==> config.mk <==
export PLATFORM = sky130hd
export DESIGN_NAME = depth_to_jet_colormap_top_flat
export DESIGN_NICKNAME = d
export VERILOG_FILES = /design/src/hw/rtl/djet_pkg.sv /design/src/hw/rtl/djet_in_if.sv /design/src/hw/rtl/djet_out_if.sv /design/src/hw/rtl/djet_cfg.sv /design/src/hw/rtl/djet_front.sv /design/src/hw/rtl/djet_div.sv /design/src/hw/rtl/djet_ramp.sv /design/src/hw/rtl/depth_to_jet_colormap_top.sv /design/src/flat_wrapper.sv
export SDC_FILE = /design/constraint.sdc
export NUM_CORES = 2
export LEC_CHECK = 0
export ABC_AREA = 1
export BUFFER_PORTS_ARGS = -buffer_cell sky130_fd_sc_hd__buf_4
export CAP_MARGIN = 20
export CORE_MARGIN = 10
export CORE_UTILIZATION = 38
export DETAILED_ROUTE_END_ITERATION = 12
export GPL_TIMING_DRIVEN = 0
export PLACE_DENSITY = 0.6
export SLEW_MARGIN = 40
export SYNTH_ARGS = -nofsm -noshare
export SYNTH_HDL_FRONTEND = slang
export SYNTH_SLANG_ARGS = --single-unit
export TNS_END_PERCENT = 20
==> constraint.sdc <==
create_clock -name i_clk -period 13 [get_ports i_clk]
set_input_delay 1.95 -clock i_clk [delete_from_list [all_inputs] [get_ports i_clk]]
set_output_delay 1.95 -clock i_clk [all_outputs]
set_load 0.01 [all_outputs]
==> src/hw/rtl/djet_pkg.sv <==
// ----------------------------------------------------------------------------
// djet_pkg
// Shared widths, register map, configuration and control types for the
// depth to jet colormap block.
// ----------------------------------------------------------------------------
package djet_pkg;

    localparam int DEPTH_W       = 16;
    localparam int BYTE_W        = 8;
    localparam int FRAC_BITS_DEF = 16;
    localparam int DIV_STEPS     = 4;
    localparam int APB_DATA_W    = 32;
    localparam int APB_ADDR_W    = 3;

    typedef enum logic {
        REG_WIN_LOW  = 1'b0,
        REG_WIN_HIGH = 1'b1
    } t_reg_idx;

    localparam logic [DEPTH_W-1:0] WIN_LOW_RST  = '0;
    localparam logic [DEPTH_W-1:0] WIN_HIGH_RST = '1;

    typedef struct packed {
        logic [DEPTH_W-1:0] low;
        logic [DEPTH_W-1:0] high;
    } t_window;

    typedef struct packed {
        logic vld;
        logic neg;
        logic sat;
        logic win_ok;
    } t_ctl;

endpackage

==> src/hw/rtl/djet_in_if.sv <==
// ----------------------------------------------------------------------------
// djet_in_if
// Depth sample channel: valid, ready and one depth item.
// ----------------------------------------------------------------------------
interface djet_in_if;
    logic                        valid;
    logic                        ready;
    logic [djet_pkg::DEPTH_W-1:0] depth_sample;

    modport source (output valid, output depth_sample, input ready);
    modport sink   (input valid, input depth_sample, output ready);
endinterface

==> src/hw/rtl/djet_out_if.sv <==
// ----------------------------------------------------------------------------
// djet_out_if
// Color pixel channel: valid, ready and one jet color item.
// ----------------------------------------------------------------------------
interface djet_out_if;
    logic                       valid;
    logic                       ready;
    logic [djet_pkg::BYTE_W-1:0] blue_byte;
    logic [djet_pkg::BYTE_W-1:0] green_byte;
    logic [djet_pkg::BYTE_W-1:0] red_byte;

    modport source (output valid, output blue_byte, output green_byte, output red_byte,
                    input ready);
    modport sink   (input valid, input blue_byte, input green_byte, input red_byte,
                    output ready);
endinterface

==> src/hw/rtl/djet_cfg.sv <==
// ----------------------------------------------------------------------------
// djet_cfg
// APB register file holding the depth window bounds.
// ----------------------------------------------------------------------------
module djet_cfg (
    input  logic                                i_clk,
    input  logic                                i_rst_n,
    input  logic                                psel,
    input  logic                                penable,
    input  logic                                pwrite,
    input  logic [djet_pkg::APB_ADDR_W-1:0]     paddr,
    input  logic [djet_pkg::APB_DATA_W-1:0]     pwdata,
    output logic [djet_pkg::APB_DATA_W-1:0]     prdata,
    output logic                                pready,
    output djet_pkg::t_window                   o_window
);

    logic [djet_pkg::DEPTH_W-1:0] r_low;
    logic [djet_pkg::DEPTH_W-1:0] r_high;
    logic                         w_wr;
    djet_pkg::t_reg_idx           w_idx;

    assign w_wr   = psel && penable && pwrite;
    assign w_idx  = djet_pkg::t_reg_idx'(paddr[2]);
    assign pready = 1'b1;

    always_ff @(posedge i_clk) begin
        if (!i_rst_n) begin
            r_low  <= djet_pkg::WIN_LOW_RST;
            r_high <= djet_pkg::WIN_HIGH_RST;
        end else if (w_wr) begin
            case (w_idx)
                djet_pkg::REG_WIN_LOW:  r_low  <= pwdata[djet_pkg::DEPTH_W-1:0];
                djet_pkg::REG_WIN_HIGH: r_high <= pwdata[djet_pkg::DEPTH_W-1:0];
                default: ;
            endcase
        end
    end

    always_comb begin
        case (w_idx)
            djet_pkg::REG_WIN_LOW:  prdata = djet_pkg::APB_DATA_W'(r_low);
            djet_pkg::REG_WIN_HIGH: prdata = djet_pkg::APB_DATA_W'(r_high);
            default:                prdata = '0;
        endcase
    end

    assign o_window.low  = r_low;
    assign o_window.high = r_high;

endmodule

==> src/hw/rtl/djet_front.sv <==
// ----------------------------------------------------------------------------
// djet_front
// Entry stage: offset from the window start, its magnitude and sign, the
// window span, the saturation flag and the window-valid flag.
// ----------------------------------------------------------------------------
module djet_front (
    input  logic                          i_clk,
    input  logic                          i_rst_n,
    input  logic                          i_en,
    input  logic                          i_valid,
    input  logic [djet_pkg::DEPTH_W-1:0]  i_depth,
    input  djet_pkg::t_window             i_window,
    output djet_pkg::t_ctl                o_ctl,
    output logic [djet_pkg::DEPTH_W-1:0]  o_mag,
    output logic [djet_pkg::DEPTH_W-1:0]  o_den
);

    localparam int DW = djet_pkg::DEPTH_W;

    logic [DW:0]    w_up;
    logic [DW:0]    w_dn;
    logic [DW:0]    w_span;
    logic [DW-1:0]  n_mag;
    djet_pkg::t_ctl n_ctl;

    djet_pkg::t_ctl r_ctl;
    logic [DW-1:0]  r_mag;
    logic [DW-1:0]  r_den;

    always_comb begin
        w_up          = {1'b0, i_depth} - {1'b0, i_window.low};
        w_dn          = {1'b0, i_window.low} - {1'b0, i_depth};
        w_span        = {1'b0, i_window.high} - {1'b0, i_window.low};
        n_mag         = w_up[DW] ? w_dn[DW-1:0] : w_up[DW-1:0];
        n_ctl.vld     = i_valid;
        n_ctl.neg     = w_up[DW];
        n_ctl.win_ok  = !w_span[DW] && (w_span != '0);
        n_ctl.sat     = {1'b0, n_mag} >= {w_span[DW-1:0], 1'b0};
    end

    always_ff @(posedge i_clk) begin
        if (!i_rst_n) begin
            r_ctl <= '0;
        end else if (i_en) begin
            r_ctl <= n_ctl;
        end
    end

    always_ff @(posedge i_clk) begin
        if (i_en) begin
            r_mag <= n_mag;
            r_den <= w_span[DW-1:0];
        end
    end

    assign o_ctl = r_ctl;
    assign o_mag = r_mag;
    assign o_den = r_den;

endmodule

==> src/hw/rtl/djet_div.sv <==
// ----------------------------------------------------------------------------
// djet_div
// Pipelined restoring divider: magnitude * 2^(FRAC_BITS+2) / span, four
// quotient bits per stage, with a sticky flag for a nonzero remainder.
// ----------------------------------------------------------------------------
module djet_div #(
    parameter int FRAC_BITS = djet_pkg::FRAC_BITS_DEF
) (
    input  logic                            i_clk,
    input  logic                            i_rst_n,
    input  logic                            i_en,
    input  djet_pkg::t_ctl                  i_ctl,
    input  logic [djet_pkg::DEPTH_W-1:0]    i_mag,
    input  logic [djet_pkg::DEPTH_W-1:0]    i_den,
    output djet_pkg::t_ctl                  o_ctl,
    output logic [FRAC_BITS+2:0]            o_quo,
    output logic                            o_rem_nz
);

    localparam int DW    = djet_pkg::DEPTH_W;
    localparam int SPS   = djet_pkg::DIV_STEPS;
    localparam int QW    = FRAC_BITS + 3;
    localparam int NSTG  = (QW + SPS - 1) / SPS;
    localparam int REM_W = DW + 1;

    djet_pkg::t_ctl  w_ctl [NSTG+1];
    logic [DW-1:0]   w_rem [NSTG+1];
    logic [DW-1:0]   w_den [NSTG+1];
    logic [QW-1:0]   w_quo [NSTG+1];

    assign w_ctl[0] = i_ctl;
    assign w_rem[0] = i_mag;
    assign w_den[0] = i_den;
    assign w_quo[0] = '0;

    for (genvar s = 0; s < NSTG; s++) begin : g_stage
        djet_pkg::t_ctl r_ctl;
        logic [DW-1:0]  r_rem;
        logic [DW-1:0]  r_den;
        logic [QW-1:0]  r_quo;
        logic [DW-1:0]  n_rem;
        logic [QW-1:0]  n_quo;

        always_comb begin
            logic [REM_W-1:0] v_dbl;
            logic [DW-1:0]    v_rem;
            logic [QW-1:0]    v_quo;
            logic             v_bit;
            v_dbl = '0;
            v_bit = 1'b0;
            v_rem = w_rem[s];
            v_quo = w_quo[s];
            for (int j = 0; j < SPS; j++) begin
                if (s * SPS + j < QW) begin
                    if (s * SPS + j == 0) begin
                        v_dbl = {1'b0, v_rem};
                    end else begin
                        v_dbl = {v_rem, 1'b0};
                    end
                    v_bit = v_dbl >= {1'b0, w_den[s]};
                    if (v_bit) begin
                        v_dbl = v_dbl - {1'b0, w_den[s]};
                    end
                    v_rem = v_dbl[DW-1:0];
                    v_quo = {v_quo[QW-2:0], v_bit};
                end
            end
            n_rem = v_rem;
            n_quo = v_quo;
        end

        always_ff @(posedge i_clk) begin
            if (!i_rst_n) begin
                r_ctl <= '0;
            end else if (i_en) begin
                r_ctl <= w_ctl[s];
            end
        end

        always_ff @(posedge i_clk) begin
            if (i_en) begin
                r_rem <= n_rem;
                r_den <= w_den[s];
                r_quo <= n_quo;
            end
        end

        assign w_ctl[s+1] = r_ctl;
        assign w_rem[s+1] = r_rem;
        assign w_den[s+1] = r_den;
        assign w_quo[s+1] = r_quo;
    end

    assign o_ctl    = w_ctl[NSTG];
    assign o_quo    = w_quo[NSTG];
    assign o_rem_nz = |w_rem[NSTG];

endmodule

==> src/hw/rtl/djet_ramp.sv <==
// ----------------------------------------------------------------------------
// djet_ramp
// Back end: signed position, three clamped jet ramps, scale to bytes.
// Three register stages; the last one is the output register.
// ----------------------------------------------------------------------------
module djet_ramp #(
    parameter int FRAC_BITS = djet_pkg::FRAC_BITS_DEF
) (
    input  logic                          i_clk,
    input  logic                          i_rst_n,
    input  logic                          i_en,
    input  djet_pkg::t_ctl                i_ctl,
    input  logic [FRAC_BITS+2:0]          i_quo,
    input  logic                          i_rem_nz,
    output logic                          o_vld,
    output logic [djet_pkg::BYTE_W-1:0]   o_blue,
    output logic [djet_pkg::BYTE_W-1:0]   o_green,
    output logic [djet_pkg::BYTE_W-1:0]   o_red
);

    localparam int BW   = djet_pkg::BYTE_W;
    localparam int QW   = FRAC_BITS + 3;
    localparam int TW   = FRAC_BITS + 5;
    localparam int CW   = FRAC_BITS + 1;
    localparam int PW   = CW + BW;
    localparam int HALF = 2 ** (FRAC_BITS - 1);

    localparam logic signed [TW-1:0] T_ONE   = TW'(2 * HALF);
    localparam logic [TW-1:0]        T_SAT   = TW'(16 * HALF);
    localparam logic signed [TW-1:0] K_HALF  = TW'(HALF);
    localparam logic signed [TW-1:0] K_1P5   = TW'(3 * HALF);
    localparam logic signed [TW-1:0] K_2P5   = TW'(5 * HALF);
    localparam logic signed [TW-1:0] K_3P5   = TW'(7 * HALF);
    localparam logic signed [TW-1:0] K_4P5   = TW'(9 * HALF);

    function automatic logic [CW-1:0] ramp_clamp(input logic signed [TW-1:0] rise,
                                                 input logic signed [TW-1:0] fall);
        logic signed [TW-1:0] v_min;
        v_min = (rise < fall) ? rise : fall;
        if (v_min < 0) begin
            return '0;
        end else if (v_min > T_ONE) begin
            return T_ONE[CW-1:0];
        end
        return v_min[CW-1:0];
    endfunction

    function automatic logic [BW-1:0] to_byte(input logic [CW-1:0] c);
        logic [PW-1:0] v_prod;
        v_prod = {c, {BW{1'b0}}} - {{BW{1'b0}}, c};
        return v_prod[FRAC_BITS+BW-1:FRAC_BITS];
    endfunction

    // position stage
    djet_pkg::t_ctl        r_t_ctl;
    logic signed [TW-1:0]  r_t;
    logic signed [TW-1:0]  n_t;

    always_comb begin
        logic [TW-1:0] v_mag;
        if (i_ctl.sat) begin
            v_mag = T_SAT;
        end else begin
            v_mag = {{(TW-QW){1'b0}}, i_quo} + TW'(i_ctl.neg && i_rem_nz);
        end
        n_t = i_ctl.neg ? -$signed(v_mag) : $signed(v_mag);
    end

    always_ff @(posedge i_clk) begin
        if (!i_rst_n) begin
            r_t_ctl <= '0;
        end else if (i_en) begin
            r_t_ctl <= i_ctl;
        end
    end

    always_ff @(posedge i_clk) begin
        if (i_en) begin
            r_t <= n_t;
        end
    end

    // ramp stage
    logic           r_c_vld;
    logic [CW-1:0]  r_c_blue;
    logic [CW-1:0]  r_c_green;
    logic [CW-1:0]  r_c_red;
    logic [CW-1:0]  n_c_blue;
    logic [CW-1:0]  n_c_green;
    logic [CW-1:0]  n_c_red;

    always_comb begin
        if (r_t_ctl.win_ok) begin
            n_c_blue  = ramp_clamp(r_t + K_HALF, K_2P5 - r_t);
            n_c_green = ramp_clamp(r_t - K_HALF, K_3P5 - r_t);
            n_c_red   = ramp_clamp(r_t - K_1P5,  K_4P5 - r_t);
        end else begin
            n_c_blue  = '0;
            n_c_green = '0;
            n_c_red   = '0;
        end
    end

    always_ff @(posedge i_clk) begin
        if (!i_rst_n) begin
            r_c_vld <= 1'b0;
        end else if (i_en) begin
            r_c_vld <= r_t_ctl.vld;
        end
    end

    always_ff @(posedge i_clk) begin
        if (i_en) begin
            r_c_blue  <= n_c_blue;
            r_c_green <= n_c_green;
            r_c_red   <= n_c_red;
        end
    end

    // byte stage, holds the result until taken
    logic           r_b_vld;
    logic [BW-1:0]  r_b_blue;
    logic [BW-1:0]  r_b_green;
    logic [BW-1:0]  r_b_red;

    always_ff @(posedge i_clk) begin
        if (!i_rst_n) begin
            r_b_vld <= 1'b0;
        end else if (i_en) begin
            r_b_vld <= r_c_vld;
        end
    end

    always_ff @(posedge i_clk) begin
        if (i_en) begin
            r_b_blue  <= to_byte(r_c_blue);
            r_b_green <= to_byte(r_c_green);
            r_b_red   <= to_byte(r_c_red);
        end
    end

    assign o_vld   = r_b_vld;
    assign o_blue  = r_b_blue;
    assign o_green = r_b_green;
    assign o_red   = r_b_red;

endmodule

==> src/hw/rtl/depth_to_jet_colormap_top.sv <==
// An accepted item passes the entry stage, the divider stages and the back-end stages in order.
// Throughput: one item per cycle; the pipeline advances whenever the output register is
// empty or its item is taken, and holds as one otherwise.
// Depth of the pipeline is set by the divider, four quotient bits per stage.
// Reset (synchronous, active low) clears all stage valid bits and loads the window
// registers with low = 0, high = 65535.
// ----------------------------------------------------------------------------
// depth_to_jet_colormap_top
// Jet false-color mapping of 16-bit depth samples over a configured window.
// ----------------------------------------------------------------------------
module depth_to_jet_colormap_top #(
    parameter int FRAC_BITS = djet_pkg::FRAC_BITS_DEF
) (
    input  logic                            i_clk,
    input  logic                            i_rst_n,
    djet_in_if.sink                         i_depth,
    djet_out_if.source                      o_pix,
    input  logic                            psel,
    input  logic                            penable,
    input  logic                            pwrite,
    input  logic [djet_pkg::APB_ADDR_W-1:0] paddr,
    input  logic [djet_pkg::APB_DATA_W-1:0] pwdata,
    output logic [djet_pkg::APB_DATA_W-1:0] prdata,
    output logic                            pready
);

    localparam int DW = djet_pkg::DEPTH_W;

    logic              w_en;
    djet_pkg::t_window w_window;
    djet_pkg::t_ctl    w_front_ctl;
    logic [DW-1:0]     w_mag;
    logic [DW-1:0]     w_den;
    djet_pkg::t_ctl    w_div_ctl;
    logic [FRAC_BITS+2:0] w_quo;
    logic              w_rem_nz;

    assign w_en          = !o_pix.valid || o_pix.ready;
    assign i_depth.ready = w_en;

    djet_cfg u_cfg (
        .i_clk    (i_clk),
        .i_rst_n  (i_rst_n),
        .psel     (psel),
        .penable  (penable),
        .pwrite   (pwrite),
        .paddr    (paddr),
        .pwdata   (pwdata),
        .prdata   (prdata),
        .pready   (pready),
        .o_window (w_window)
    );

    djet_front u_front (
        .i_clk    (i_clk),
        .i_rst_n  (i_rst_n),
        .i_en     (w_en),
        .i_valid  (i_depth.valid),
        .i_depth  (i_depth.depth_sample),
        .i_window (w_window),
        .o_ctl    (w_front_ctl),
        .o_mag    (w_mag),
        .o_den    (w_den)
    );

    djet_div #(
        .FRAC_BITS (FRAC_BITS)
    ) u_div (
        .i_clk    (i_clk),
        .i_rst_n  (i_rst_n),
        .i_en     (w_en),
        .i_ctl    (w_front_ctl),
        .i_mag    (w_mag),
        .i_den    (w_den),
        .o_ctl    (w_div_ctl),
        .o_quo    (w_quo),
        .o_rem_nz (w_rem_nz)
    );

    djet_ramp #(
        .FRAC_BITS (FRAC_BITS)
    ) u_ramp (
        .i_clk    (i_clk),
        .i_rst_n  (i_rst_n),
        .i_en     (w_en),
        .i_ctl    (w_div_ctl),
        .i_quo    (w_quo),
        .i_rem_nz (w_rem_nz),
        .o_vld    (o_pix.valid),
        .o_blue   (o_pix.blue_byte),
        .o_green  (o_pix.green_byte),
        .o_red    (o_pix.red_byte)
    );

    a_rst_clears_out: assert property (@(posedge i_clk)
        !i_rst_n |=> !o_pix.valid)
        else $error("result valid right after reset");

    a_stall_blocks_in: assert property (@(posedge i_clk) disable iff (!i_rst_n)
        o_pix.valid && !o_pix.ready |-> !i_depth.ready)
        else $error("item taken while result stalled");

    a_no_red_blue_full: assert property (@(posedge i_clk) disable iff (!i_rst_n)
        o_pix.valid |-> !(o_pix.blue_byte == '1 && o_pix.red_byte == '1))
        else $error("red and blue both at full scale");

endmodule
==> src/flat_wrapper.sv <==
// flat-port wrapper written by rule: the top's interface ports become plain ports
module depth_to_jet_colormap_top_flat 
#(
    parameter int FRAC_BITS = djet_pkg::FRAC_BITS_DEF
)
  (i_clk, i_rst_n, psel, penable, pwrite, paddr, pwdata, prdata, pready, i_depth_valid, i_depth_depth_sample, i_depth_ready, o_pix_valid, o_pix_blue_byte, o_pix_green_byte, o_pix_red_byte, o_pix_ready);
  djet_in_if i_depth_i ();
  djet_out_if o_pix_i ();
  input  logic i_clk;
  input  logic i_rst_n;
  input  logic psel;
  input  logic penable;
  input  logic pwrite;
  input  logic [djet_pkg::APB_ADDR_W-1:0] paddr;
  input  logic [djet_pkg::APB_DATA_W-1:0] pwdata;
  output logic [djet_pkg::APB_DATA_W-1:0] prdata;
  output logic pready;
  input wire logic [$bits(i_depth_i.valid)-1:0] i_depth_valid;
  input wire logic [$bits(i_depth_i.depth_sample)-1:0] i_depth_depth_sample;
  output wire logic [$bits(i_depth_i.ready)-1:0] i_depth_ready;
  output wire logic [$bits(o_pix_i.valid)-1:0] o_pix_valid;
  output wire logic [$bits(o_pix_i.blue_byte)-1:0] o_pix_blue_byte;
  output wire logic [$bits(o_pix_i.green_byte)-1:0] o_pix_green_byte;
  output wire logic [$bits(o_pix_i.red_byte)-1:0] o_pix_red_byte;
  input wire logic [$bits(o_pix_i.ready)-1:0] o_pix_ready;
  assign i_depth_i.valid = i_depth_valid;
  assign i_depth_i.depth_sample = i_depth_depth_sample;
  assign i_depth_ready = i_depth_i.ready;
  assign o_pix_valid = o_pix_i.valid;
  assign o_pix_blue_byte = o_pix_i.blue_byte;
  assign o_pix_green_byte = o_pix_i.green_byte;
  assign o_pix_red_byte = o_pix_i.red_byte;
  assign o_pix_i.ready = o_pix_ready;
  depth_to_jet_colormap_top #(.FRAC_BITS(FRAC_BITS)) u_core (.i_clk(i_clk), .i_rst_n(i_rst_n), .i_depth(i_depth_i), .o_pix(o_pix_i), .psel(psel), .penable(penable), .pwrite(pwrite), .paddr(paddr), .pwdata(pwdata), .prdata(prdata), .pready(pready));
endmodule
# Yosys cells after proc, flatten, opt, wreduce, memory -nomap -nowiden
# Index checks and enable logic that the tools add are counted.
dict set report totals {
  ff_bits 391
  output_inout_bits 59
}
dict set report op_classes {
  order_cmp 29
  n_reduce_logical 11
  n_mux 44
  bitwise_logic 1
  addsub 33
}
# operator count
set op_table {}
lappend op_table {{$mux W16} 20}
lappend op_table {{$sub A16 B16 Y16} 20}
lappend op_table {{$ge A17 B16 Y1} 18}
lappend op_table {{$mux W17} 9}
lappend op_table {{$mux W21} 4}
lappend op_table {{$sub A24 B17 Y24} 3}
lappend op_table {{$pmux W32 S2} 1}
lappend op_table {{$gt A21 B18 Y1 const B} 3}
lappend op_table {{$lt A21 B1 Y1 const B} 3}
lappend op_table {{$lt A21 B21 Y1} 3}
lappend op_table {{$sub A19 B21 Y21 const A} 2}
lappend op_table {{$sub A16 B16 Y17} 2}
lappend op_table {{$add A21 B17 Y21 const B} 1}
lappend op_table {{$neg A21 Y21} 1}
lappend op_table {{$sub A20 B21 Y21 const A} 1}
lappend op_table {{$sub A21 B17 Y21 const B} 1}
lappend op_table {{$sub A21 B18 Y21 const B} 1}
lappend op_table {{$add A19 B1 Y20} 1}
lappend op_table {{$mux W20} 1}
lappend op_table {{$ge A16 B17 Y1} 1}
lappend op_table {{$reduce_bool A17 Y1} 1}
lappend op_table {{$ge A16 B16 Y1} 1}
lappend op_table {{$reduce_or A16 Y1} 1}
lappend op_table {{$mux W1} 9}
lappend op_table {{5 further kinds} 10}

# Logic depth before layout (Yosys ltp)
dict set report logic_depth {
  word_depth 8
  depth_mapped 62
  mapped_depth_nobuf 58
}

# Hierarchy
# Synthesis repeated with hierarchy kept, for this count alone.
dict set report hier_totals {
  hier_cells 5646
  area_unflattened_um2 39810.7
}
# mod cells_per_inst area_each_um2 instances seq_area_each_um2
set modules_own_cells {}
lappend modules_own_cells {djet_div 3688 25483.2 1 6496.2}
lappend modules_own_cells {djet_ramp 1090 8354.3 1 2962.8}
lappend modules_own_cells {djet_front 619 4330.4 1 1041.0}
lappend modules_own_cells {djet_cfg 247 1635.3 1 640.6}
lappend modules_own_cells {depth_to_jet_colormap_top 2 7.5 1 0.0}

# Least setup slack after synthesis
# Ideal clock, no wire load.
dict set report synth_timing {
  kind {input to output}
  start {input o_pix_ready}
  end {output i_depth_ready}
  stages 3
  t_required_ps 11050
  setup_slack_ps -257
  arrival_ps 11307
  path_cell_list {nor2_1 clkinv_1 clkbuf_1}
}
dict set report synth_between {
  elab_chain_cells 1
}
# element line
set synth_lines {}
lappend synth_lines {{start, declared} flat_wrapper.sv:25} ;# input wire logic [$bits(o_pix_i.ready)-1:0] o_pix_ready;
lappend synth_lines {{$logic_or A1 B1 Y1} depth_to_jet_colormap_top.sv:38} ;# assign w_en = !o_pix.valid || o_pix.ready;
lappend synth_lines {{end, declared} flat_wrapper.sv:20} ;# output wire logic [$bits(i_depth_i.ready)-1:0] i_depth_ready;
# No other way between the ends.

# Worst setup path in the final report
dict set report layout_timing {
  start {register u_core.u_div.g_stage[2].r_den[1]}
  end {register u_core.u_div.g_stage[3].r_rem[13] (data pin)}
}
dict set report layout_between {
  elab_chain_cells 8
}
# element line
set layout_lines {}
lappend layout_lines {{start, declared} djet_div.sv:39} ;# logic [DW-1:0] r_den;
lappend layout_lines {{start signal, assigned} djet_div.sv:83} ;# r_den <= w_den[s];
lappend layout_lines {{$ge A17 B16 Y1 (*)} djet_div.sv:60} ;# v_bit = v_dbl >= {1'b0, w_den[s]};
lappend layout_lines {{named net u_core.u_div.g_stage[3].$9.v_quo[3]} djet_div.sv:47} ;# logic [QW-1:0] v_quo;
lappend layout_lines {{$mux W16 (*)} djet_div.sv:61} ;# if (v_bit) begin
lappend layout_lines {{$sub A16 B16 Y16 / $ge A17 B16 Y1 (equally long branches)} {djet_div.sv:62, djet_div.sv:60}}
lappend layout_lines {{$mux W16 (*)} djet_div.sv:61}
lappend layout_lines {{$sub A16 B16 Y16 / $ge A17 B16 Y1 (equally long branches)} {djet_div.sv:62, djet_div.sv:60}}
lappend layout_lines {{$mux W16 (*)} djet_div.sv:61}
lappend layout_lines {{$ge A17 B16 Y1 (*)} djet_div.sv:60}
lappend layout_lines {{named net u_core.u_div.g_stage[3].$9.v_bit} djet_div.sv:48} ;# logic v_bit;
lappend layout_lines {{$mux W16 (*)} djet_div.sv:61}
lappend layout_lines {{end signal, assigned} djet_div.sv:82} ;# r_rem <= n_rem;
lappend layout_lines {{end, declared} djet_div.sv:38} ;# logic [DW-1:0] r_rem;
# Mark *: on every way through the listed nets, which the timed path passes. The rest lies on a longest branch.
# A chain may end at the register's enable or synchronous reset.

==> impl_results.md <==
* Warnings, synthesis at 0
* Post-synthesis sequential area ratio at 0.306
* Final net count at 5559
* Skew-Pair Late Insertion Delay at 620 ps
* Startpoint types: register
* Final Slew Violations at 0
* Count leader, synth: nand2_1
* WL/cell at 15.7 microns
* Max Root-Sink Buffers at 3
* Outcome: finished clean
* Post-Route WL at 100 mm
* Max cap viols at 0
* Minimum clock period at 10200 ps
* Syn Inst Count at 4935
* H-tree levels at 2
* Largest cells by area after synthesis: edfxtp_1 27%, ha_1 14%, nand2_1 14%
* Slew margin rel. at 0.443
* Primary FF master, synth: edfxtp_1
* Total CTS buffers at 46
* Hold Buf Count CTS at 0
* Setup Skew at 33.1 ps
* CTS tree: built
* Slowest cell on crit path: edfxtp_1
* Die W at 330 microns
* Placer Congestion at 0.953
* Layout cells sized above 1 at 0.0604
* DRT iter0 DRCs at 2314
* Vias in the first global route at 30700
* Biggest cell delay along the critical path at 540 ps
* Core Rows at 113
* # port buffers at 79
* Fin Setup TNS at 0 ps
* Worst Path Arrival at 10530 ps
* Synthesized area per cell at 7.38 sq um
* Global-route wire length before repair at 159 mm
* Synth Register Bits at 391
* Via count at 32700
* CP max FO at 10
* RSZ-0062 raised after global routing: false
* Post-DRT Antenna Nets at 0
* Area leader, netlist: edfxtp_1
* ANT cells at 0
* Commonest cells post-synth: 1329 x nand2_1, 568 x inv_1, 410 x ha_1
* Setup CP Type: reg2reg
* GRT Residual Overflow at 0
* Placeable Area at 95000 sq um
* All-Layer GR Usage at 0.179
* Num Clock Sinks at 391
* Final HPWL DP at 82.2 mm
* Setup crit end kind: register
* HP Class: reg2reg
* First drt pass iteration count at 6
* Final setup fails at 0
* Fill count at 9853
* Via-per-instance ratio at 5.12
* Synth cell types at 64
* Required time of the critical path at 13330 ps
* Worst-path clk slew at 60 ps
* Root buffer cell: clkbuf_16
* Final Hold Violating Endpoints at 0
* Post-CTS Resized at 0
* FMAX at 0.0981 GHz
* Setup Buffers After CTS at 0
* Starting Density at 0.383
* DRC violations left at 0
* Syn Std Cell Area at 36400 sq um
* Synth top area share at 0.273
* Fin crit share at 0.784
* Die area at 109000 sq um
* Area delta synth->final at 10.6%
* Die Y at 330 microns
* Worst-Margin Slew at 835 ps
* I/O pins at 117
* Largest net degree at the start of global routing at 74
* Share of flip-flops with an asynchronous set or reset at 0
* Post-synth EDFFs at 331
* Initial antenna violation count at 0
## flip-flops by register name, indices dropped and copies added (netlist names), 16 cells and up
signal and count:
u_core.u_div.g_stage.r_rem 80, u_core.u_div.g_stage.r_den 64, u_core.u_div.g_stage.r_quo 40, u_core.u_ramp.r_t 21, u_core.u_div.o_quo 19, u_core.u_ramp.r_c_blue 17, u_core.u_ramp.r_c_green 17, u_core.u_ramp.r_c_red 17
u_core.u_cfg.r_high 16, u_core.u_cfg.r_low 16, u_core.u_div.g_stage.r_ctl 16, u_core.u_front.o_den 16, u_core.u_front.o_mag 16
## final timing paths
path / from / endpoint / slack [ps] / cells past startpoint
hold reg to reg: u_core.u_div.g_stage[3].r_quo[1]$_DFFE_PP_ / u_core.u_div.o_quo[4]$_DFFE_PP_ / 420 / 0
setup reg to reg: u_core.u_div.g_stage[2].r_den[1]$_DFFE_PP_ / u_core.u_div.g_stage[3].r_rem[13]$_DFFE_PP_ / 2800 / 49
setup / recovery: u_core.u_div.g_stage[2].r_den[1]$_DFFE_PP_ / u_core.u_div.g_stage[3].r_rem[13]$_DFFE_PP_ / 2800 / 49
hold / removal: u_core.u_div.g_stage[3].r_quo[1]$_DFFE_PP_ / u_core.u_div.o_quo[4]$_DFFE_PP_ / 420 / 0
## placed cells by master (no fill, tap or decap), types with 24 or more instances in the layout
cell type,instances
ha_1,410
nand2_1,1329
nor3_1,55
a21oi_1,354
xnor2_1,139
nor2_1,356
clkbuf_16,47
a21o_1,27
nand3_1,263
inv_1,568
o21ai_0,376
buf_2,24
edfxtp_1,331
xor2_1,193
buf_4,107
clkbuf_1,51
dfxtp_1,60
nor4_1,31
a31oi_1,24
nand4_1,49
## worst max-delay path: cells and delay by family (launching register included)
family	cells	cell delay, ps
buffers and inverters	7	1900
and+or+nand+nor	20	2370
adders and majority gates	4	1400
AOI/OAI and AO/OA	18	3720
DFF	1	540
## cell type report
cell class                      count  area [sq um]  share of cell area
Buffer                            111           619              0.0154
Clock buffer                       54          1230              0.0304
Clock inverter                     32           251             0.00624
Inverter                          582          2190              0.0543
Multi-Input combinational cell   3866         22500               0.560
Sequential cell                   391         11100               0.277
Tap cell                         1265          1580              0.0393
Timing Repair Buffer               84           731              0.0181
## through the flow
stage	hold WS [ps]	cells	utilization	setup WS [ps]	instance area (sq um)
after detailed placement	405	6299	0.409	2870	38800
after floorplan	400	4950	-	4620	36500
after CTS	416	6385	0.424	2820	40300
final	415	6385	0.424	2800	40300
after global routing	425	6385	0.424	1730	40300
after global placement	400	6294	0.407	2170	38700
## metal layers
layer	vias to the layer above	GRT usage	share of wire
met5	-	0	0
met3	113	0.0188	0.048
met2	698	0.311	0.48
met1	15000	0.236	0.45
met4	0	0.0417	0.020
li1	16900	-	-
## kinds of logic after synthesis
| family | share of synthesized area |
|---|---|
| simple gates | 0.252 |
| compound gates | 0.139 |
| buf+inv | 0.0768 |
| fa+ha+maj | 0.146 |
| flops | 0.306 |
| xor+xnor | 0.0798 |
| other cells | 0.000206 |
Power is left out: the tool's default activity adds up to more than one toggle a clock period on the data nets, which glitch-free logic cannot reach.
